### src/design/cmc_pkg.sv
`default_nettype none

package cmc_pkg;

    // Mode codes as shown on the result stream.
    typedef enum logic [2:0] {
        MODE_INIT      = 3'd0,
        MODE_IDLE      = 3'd1,
        MODE_WAIT_BUS  = 3'd2,
        MODE_DISCHARGE = 3'd3,
        MODE_CHARGE    = 3'd4,
        MODE_STOP      = 3'd5,
        MODE_FAULT     = 3'd6
    } t_mode;

    // Ticks allowed in wait-bus after reset (5 s at a 1 ms tick).
    localparam logic [15:0] BUS_WAIT_LIMIT_RESET = 16'd5000;

    // Flags of one tick.
    typedef struct packed {
        logic aux_supply_on;
        logic battery_discharging;
        logic external_fault;
        logic charge_command;
        logic inverter_command;
        logic front_stage_direction;
        logic front_stage_discharging;
        logic bus_voltage_ok;
        logic read_ups_flag;
    } t_tick;

    // Result of one tick.
    typedef struct packed {
        t_mode mode_state;
        logic  charge_enable;
        logic  discharge_enable;
        logic  ups_flag_value;
        logic  bus_timeout_fault;
    } t_result;

endpackage

`default_nettype wire

### src/design/cmc_fsm.sv
`default_nettype none

// Mode machine, wait-bus counter, latches and the wait limit register.
module cmc_fsm (
    input  wire logic            i_clk,
    input  wire logic            i_rst_n,
    input  wire logic            i_accept,
    input  wire cmc_pkg::t_tick  i_tick,
    input  wire logic            i_cfg_we,
    input  wire logic [15:0]     i_cfg_limit,
    output cmc_pkg::t_result     o_result
);

    cmc_pkg::t_mode r_mode;
    cmc_pkg::t_mode n_mode;
    logic [15:0]    r_wait;
    logic [15:0]    n_wait;
    logic           r_ups;
    logic           n_ups;
    logic           r_timeout;
    logic           n_timeout;
    logic [15:0]    r_limit;
    logic [15:0]    wait_inc;
    logic           fault_old;

    // Saturating increment of the wait-bus count.
    assign wait_inc  = (r_wait == 16'hFFFF) ? r_wait : r_wait + 16'd1;
    assign fault_old = i_tick.external_fault | r_timeout;

    // Next state for the tick being accepted.
    always_comb begin
        n_mode    = r_mode;
        n_wait    = r_wait;
        n_ups     = r_ups & ~i_tick.read_ups_flag;
        n_timeout = r_timeout;
        case (r_mode)
            cmc_pkg::MODE_INIT: begin
                if (i_tick.aux_supply_on && i_tick.battery_discharging) begin
                    n_mode = cmc_pkg::MODE_IDLE;
                end
            end
            cmc_pkg::MODE_IDLE: begin
                // A present fault keeps the machine idle.
                if (!fault_old) begin
                    if (i_tick.charge_command && !i_tick.front_stage_direction) begin
                        n_mode = cmc_pkg::MODE_WAIT_BUS;
                    end else if (i_tick.inverter_command && i_tick.front_stage_direction) begin
                        if (i_tick.front_stage_discharging) begin
                            n_ups = 1'b1;
                        end
                        n_mode = cmc_pkg::MODE_DISCHARGE;
                    end
                end
            end
            cmc_pkg::MODE_WAIT_BUS: begin
                n_wait = wait_inc;
                if (i_tick.bus_voltage_ok) begin
                    n_mode = cmc_pkg::MODE_CHARGE;
                end else if (i_tick.front_stage_direction && i_tick.inverter_command) begin
                    n_mode = cmc_pkg::MODE_DISCHARGE;
                end
                if (i_tick.front_stage_direction && !i_tick.inverter_command) begin
                    n_mode = cmc_pkg::MODE_STOP;
                end
                // A timeout raised now already counts as an active fault.
                if (wait_inc > r_limit) begin
                    n_timeout = 1'b1;
                end
                if (i_tick.external_fault || n_timeout) begin
                    n_mode = cmc_pkg::MODE_FAULT;
                end
            end
            cmc_pkg::MODE_DISCHARGE: begin
                if (!i_tick.front_stage_direction) begin
                    n_mode = i_tick.charge_command ? cmc_pkg::MODE_WAIT_BUS
                                                   : cmc_pkg::MODE_STOP;
                end else if (!i_tick.inverter_command) begin
                    n_mode = cmc_pkg::MODE_STOP;
                end
                if (fault_old) begin
                    n_mode = cmc_pkg::MODE_FAULT;
                end
            end
            cmc_pkg::MODE_CHARGE: begin
                if (i_tick.front_stage_direction) begin
                    if (i_tick.front_stage_discharging) begin
                        n_ups  = 1'b1;
                        n_mode = cmc_pkg::MODE_DISCHARGE;
                    end else begin
                        n_mode = cmc_pkg::MODE_STOP;
                    end
                end else if (!i_tick.charge_command) begin
                    n_mode = cmc_pkg::MODE_STOP;
                end
                if (fault_old) begin
                    n_mode = cmc_pkg::MODE_FAULT;
                end
            end
            cmc_pkg::MODE_STOP: begin
                n_mode = cmc_pkg::MODE_IDLE;
            end
            default: begin
                // Fault is terminal; the unused code behaves the same.
                n_mode = cmc_pkg::MODE_FAULT;
            end
        endcase
        // Entering wait-bus restarts the count.
        if (n_mode != r_mode && n_mode == cmc_pkg::MODE_WAIT_BUS) begin
            n_wait = 16'd0;
        end
    end

    // Result fields of the tick.
    always_comb begin
        o_result.mode_state        = n_mode;
        o_result.charge_enable     = (n_mode == cmc_pkg::MODE_CHARGE);
        o_result.discharge_enable  = (n_mode == cmc_pkg::MODE_DISCHARGE);
        o_result.ups_flag_value    = i_tick.read_ups_flag & r_ups;
        o_result.bus_timeout_fault = n_timeout;
    end

    // State update on each accepted tick; limit update on each config write.
    always_ff @(posedge i_clk) begin
        if (!i_rst_n) begin
            r_mode    <= cmc_pkg::MODE_INIT;
            r_wait    <= 16'd0;
            r_ups     <= 1'b0;
            r_timeout <= 1'b0;
            r_limit   <= cmc_pkg::BUS_WAIT_LIMIT_RESET;
        end else begin
            if (i_accept) begin
                r_mode    <= n_mode;
                r_wait    <= n_wait;
                r_ups     <= n_ups;
                r_timeout <= n_timeout;
            end
            if (i_cfg_we) begin
                r_limit <= i_cfg_limit;
            end
        end
    end

endmodule

`default_nettype wire

### src/design/cmc_out_reg.sv
`default_nettype none

// Result register that holds one finished result until it is taken.
module cmc_out_reg (
    input  wire logic              i_clk,
    input  wire logic              i_rst_n,
    input  wire logic              i_load,
    input  wire cmc_pkg::t_result  i_result,
    input  wire logic              i_ready,
    output logic                   o_valid,
    output logic                   o_free,
    output cmc_pkg::t_result       o_result
);

    logic             r_valid;
    cmc_pkg::t_result r_result;

    // The register can take a new result when empty or being drained.
    assign o_free   = !r_valid || i_ready;
    assign o_valid  = r_valid;
    assign o_result = r_result;

    always_ff @(posedge i_clk) begin
        if (!i_rst_n) begin
            r_valid <= 1'b0;
        end else if (i_load) begin
            r_valid <= 1'b1;
        end else if (i_ready) begin
            r_valid <= 1'b0;
        end
    end

    // Payload needs no reset.
    always_ff @(posedge i_clk) begin
        if (i_load) begin
            r_result <= i_result;
        end
    end

endmodule

`default_nettype wire

### src/design/converter_mode_controller.sv
// Channel     Direction  Width  Content
// s_axis      in         16     one tick of status and command flags
// m_axis      out        8      mode and enables after the tick
// cfg         in         16     bus_wait_limit write
//
// Each tick is decided in the cycle it is accepted; its result appears on
// m_axis on the next cycle. One tick per cycle is accepted as long as the
// result register is empty or is taken in that same cycle.
// A stall on m_axis stops s_axis after one held result; cfg is always ready.
// Reset is synchronous and active low.
`default_nettype none

module converter_mode_controller (
    input  wire logic        i_clk,
    input  wire logic        i_rst_n,
    input  wire logic        s_axis_tvalid,
    output logic             s_axis_tready,
    // [0] aux_supply_on, [1] battery_discharging, [2] external_fault,
    // [3] charge_command, [4] inverter_command, [5] front_stage_direction,
    // [6] front_stage_discharging, [7] bus_voltage_ok, [8] read_ups_flag,
    // [15:9] zero
    input  wire logic [15:0] s_axis_tdata,
    output logic             m_axis_tvalid,
    input  wire logic        m_axis_tready,
    // [2:0] mode_state, [3] charge_enable, [4] discharge_enable,
    // [5] ups_flag_value, [6] bus_timeout_fault, [7] zero
    output logic [7:0]       m_axis_tdata,
    input  wire logic        i_cfg_valid,
    output logic             o_cfg_ready,
    input  wire logic [15:0] i_cfg_data
);

    cmc_pkg::t_tick   tick;
    cmc_pkg::t_result fsm_result;
    cmc_pkg::t_result out_result;
    logic             accept;
    logic             out_free;

    // Unpack the tick flags.
    always_comb begin
        tick.aux_supply_on           = s_axis_tdata[0];
        tick.battery_discharging     = s_axis_tdata[1];
        tick.external_fault          = s_axis_tdata[2];
        tick.charge_command          = s_axis_tdata[3];
        tick.inverter_command        = s_axis_tdata[4];
        tick.front_stage_direction   = s_axis_tdata[5];
        tick.front_stage_discharging = s_axis_tdata[6];
        tick.bus_voltage_ok          = s_axis_tdata[7];
        tick.read_ups_flag           = s_axis_tdata[8];
    end

    assign s_axis_tready = out_free;
    assign accept        = s_axis_tvalid && out_free;
    assign o_cfg_ready   = 1'b1;

    cmc_fsm u_fsm (
        .i_clk       (i_clk),
        .i_rst_n     (i_rst_n),
        .i_accept    (accept),
        .i_tick      (tick),
        .i_cfg_we    (i_cfg_valid),
        .i_cfg_limit (i_cfg_data),
        .o_result    (fsm_result)
    );

    cmc_out_reg u_out_reg (
        .i_clk    (i_clk),
        .i_rst_n  (i_rst_n),
        .i_load   (accept),
        .i_result (fsm_result),
        .i_ready  (m_axis_tready),
        .o_valid  (m_axis_tvalid),
        .o_free   (out_free),
        .o_result (out_result)
    );

    // Pack the result transaction.
    assign m_axis_tdata = {1'b0,
                           out_result.bus_timeout_fault,
                           out_result.ups_flag_value,
                           out_result.discharge_enable,
                           out_result.charge_enable,
                           out_result.mode_state};

endmodule

`default_nettype wire

### config.mk
export PLATFORM = sky130hd
export DESIGN_NAME = converter_mode_controller
export DESIGN_NICKNAME = d
export VERILOG_FILES = /design/src/design/cmc_pkg.sv /design/src/design/cmc_fsm.sv /design/src/design/cmc_out_reg.sv /design/src/design/converter_mode_controller.sv
export SDC_FILE = /design/constraint.sdc
export NUM_CORES = 1
export LEC_CHECK = 0
export BUFFER_PORTS_ARGS = -buffer_cell sky130_fd_sc_hd__buf_2
export CAP_MARGIN = 0
export CELL_PAD_IN_SITES_DETAIL_PLACEMENT = 0
export CELL_PAD_IN_SITES_GLOBAL_PLACEMENT = 2
export CORE_MARGIN = 2
export CORE_UTILIZATION = 33
export CTS_CLUSTER_DIAMETER = 80
export DETAILED_ROUTE_END_ITERATION = 10
export HOLD_SLACK_MARGIN = 0.1
export PLACE_DENSITY = 0.86
export SYNTH_ARGS = -nofsm -noshare
export SYNTH_HDL_FRONTEND = slang
export SYNTH_SLANG_ARGS = --single-unit
### constraint.sdc
create_clock -name i_clk -period 4 [get_ports i_clk]
set_input_delay 0.8 -clock i_clk [delete_from_list [all_inputs] [get_ports i_clk]]
set_output_delay 0.8 -clock i_clk [all_outputs]
set_load 0.02 [all_outputs]
==> flow_summary.ini <==
[timing]
final_hold_viol_count = 0
tns_ns = 0
tightest_slew_ns = 0.622
fmax_mhz = 272
finClkSkew_ns = 0.00714
min_period_ns = 3.67
relSlewSlack = 0.586
worst_slack_ns = 0.328
drv_slew = 0
rsz0062_at_grt = no
final-setup-viol-count = 0
fin_crit_sh = 0.918
holdWs_ns = 0.490

[layout]
layout-drive-gt1-share = 0.170
postLayoutCellArea_um2 = 3230
final_cell_mix = 38 x buf_2, 38 x dfxtp_1, 32 x nand2_1
area_growth_pct = 13.7
antennaDiodeCount = 0
multi_input_area_um2 = 1700
seq_area_um2 = 971
fillCellCount = 855
stdcell_count = 475
fin_nets = 423
post-route-util = 0.389

[cts]
tritoncts = done
cts_hold_buf = 0
path_clk_slew_ns = 0.09
clockBufferDepth = 2
clk_latency_ns = 0.30
numCtsBuffers = 5
cts_setup_buffers = 0
htreeDepth = 2
cts_num_sinks = 45
clock_tree.root_cell = clkbuf_8

[critical_path]
cp-end-kind = register
path_class = register to register
required_ns = 4.07
start_kind = register
cp_max_fo = 5
worstPathArrival_ns = 3.74

[synthesis]
yosys_warnings = 0
synthesis.area_um2 = 2840
avgSynthCellArea_um2 = 8.43
synthFlopType = dfxtp_1
synth_edf_count = 7
synthesis.nets = 391
synth-seq-cells = 45
seq_area_frac_synth = 0.342
synth.distinct_cells = 62
synthCells = 337
async_flop_share = 0

[die]
die_area_um2 = 9370
core_area_um2 = 8300
chipWidth_um = 96.8
start_util = 0.342
die_height_um = 96.8
ios = 48
rows = 33

[placement]
place_congestion = 0.842
hpwl_um = 4930
dp.cells = 467
place_ws_ns = 0.275
placed_cell_area_um2 = 3120
port_buffers = 38

[drt]
avgRoutedWirePerCell_um = 13.9
ant_nets = 0
drt-initial-drc-count = 65
drcViolationCount = 0
vias = 2473
wl_um = 6620
dr.pass1.iters = 4
vias_per_cell = 5.21

[pwr]
vdd_ir_drop_max_uv = 126
total_power_uw = 998
power.density_nw_per_um2 = 309
leakage_nw = 1.36

[grt]
gr-total-overflow = 0
track_usage = 0.141
grt_pass1_vias = 2276
grt_max_degree = 37
antenna_found_initial = 0
grt_pass1_wl_um = 11000

[job]
drv_cap = 0

[worst_hold_path]
holdCritPathClass = register to register

[status]
run_status = completed
cell usage after synthesis (all sizes together), types with 2 or more instances:
library cell  instances  area (µm²)
nor4                  5        37.5
and4                  2        17.5
inv                  23        86.3
and2                  9        56.3
xor2                  3        26.3
nand2b                2        12.5
conb                  2        7.51
nand2                32         120
o21ba                 2        20.0
dfxtp                38         761
nor3                  9        50.1
a31oi                 7        43.8
o21a                  6        46.3
o211ai                6        45.0
o221ai                3        43.8
a21boi                2        15.0
o21ai                18        90.1
buf                  11        58.8
o31a                  2        18.8
mux2i                12         120
ha                   17         213
clkbuf                7        26.3
a221oi                2        17.5
a211o                 2        17.5
xnor2                 8        70.1
a21o                  3        22.5
nor2                 15        58.8
nand4                 8        56.3
nand3                 8        40.0
and3                  6        37.5
a21oi                27         135
nor2b                16         108
a211oi                2        20.0
edfxtp                7         210
final cells by class:
cell class | count | share of cell area
multi-input cells | 251 | 0.527
inverters | 23 | 0.0267
flip-flops and latches | 45 | 0.301
clock inverters | 3 | 0.0128
repair buffers | 43 | 0.0705
clock buffers | 5 | 0.0213
well taps | 105 | 0.0407
layer usage:
metal  GRT usage  vias to the layer above  part of all wire
met5           0                        -                 0
met4      0.0358                        0             0.013
met3      0.0267                        7             0.042
met2       0.226                       50              0.46
met1       0.196                     1146              0.49
li1            -                     1270                 -
flip-flops by register name (all words and copies together) (netlist names):
register and count:
u_out_reg.o_valid 1, u_out_reg.o_result 7, u_fsm.r_limit 16, u_fsm.r_wait 16, u_fsm.r_mode 3, u_fsm.r_ups 1
u_fsm.r_timeout 1
cell families after synthesis:
logic type                 synth area share
AOI/OAI and AO/OA                     0.221
xor gates and xnor gates             0.0339
adders and majority gates            0.0749
buffers and inverters                0.0603
DFF                                   0.342
muxes                                0.0423
other                               0.00264
and+or+nand+nor                       0.223
what timing repair did:
action                     CTS  global route
gates resized for setup      0             1
setup endpoints to repair    0             1
hold endpoints to repair     0             0
worst max-delay path, cell delays in order (launching register included):
cell and delay, ns:
dfxtp_1 0.34, ha_1 0.24, nand2_1 0.17, nor3_2 0.09
a311o_1 0.43, nor2_1 0.15, xor2_1 0.30, ha_1 0.31
a21o_1 0.16, nand3_1 0.07, a21oi_1 0.08, o31a_2 0.42
o41a_1 0.50, and2_1 0.18
power breakdown:
part | switching [mW] | internal [mW]
combinational | 0.0947 | 0.0610
sequential | 0.0151 | 0.481
clock | 0.162 | 0.184
total | 0.272 | 0.726
final timing paths:
path         slack, ns                    end        startpoint  depth (start not counted)
max               0.33  u_out_reg.o_result[2]   u_fsm.r_wait[0]                         13
min               0.49       u_fsm.r_limit[9]  u_fsm.r_limit[9]                          2
max reg2reg       0.33  u_out_reg.o_result[2]   u_fsm.r_wait[0]                         13
min reg2reg       0.49       u_fsm.r_limit[9]  u_fsm.r_limit[9]                          2
No activity file was read; power rests on OpenSTA's default activity.
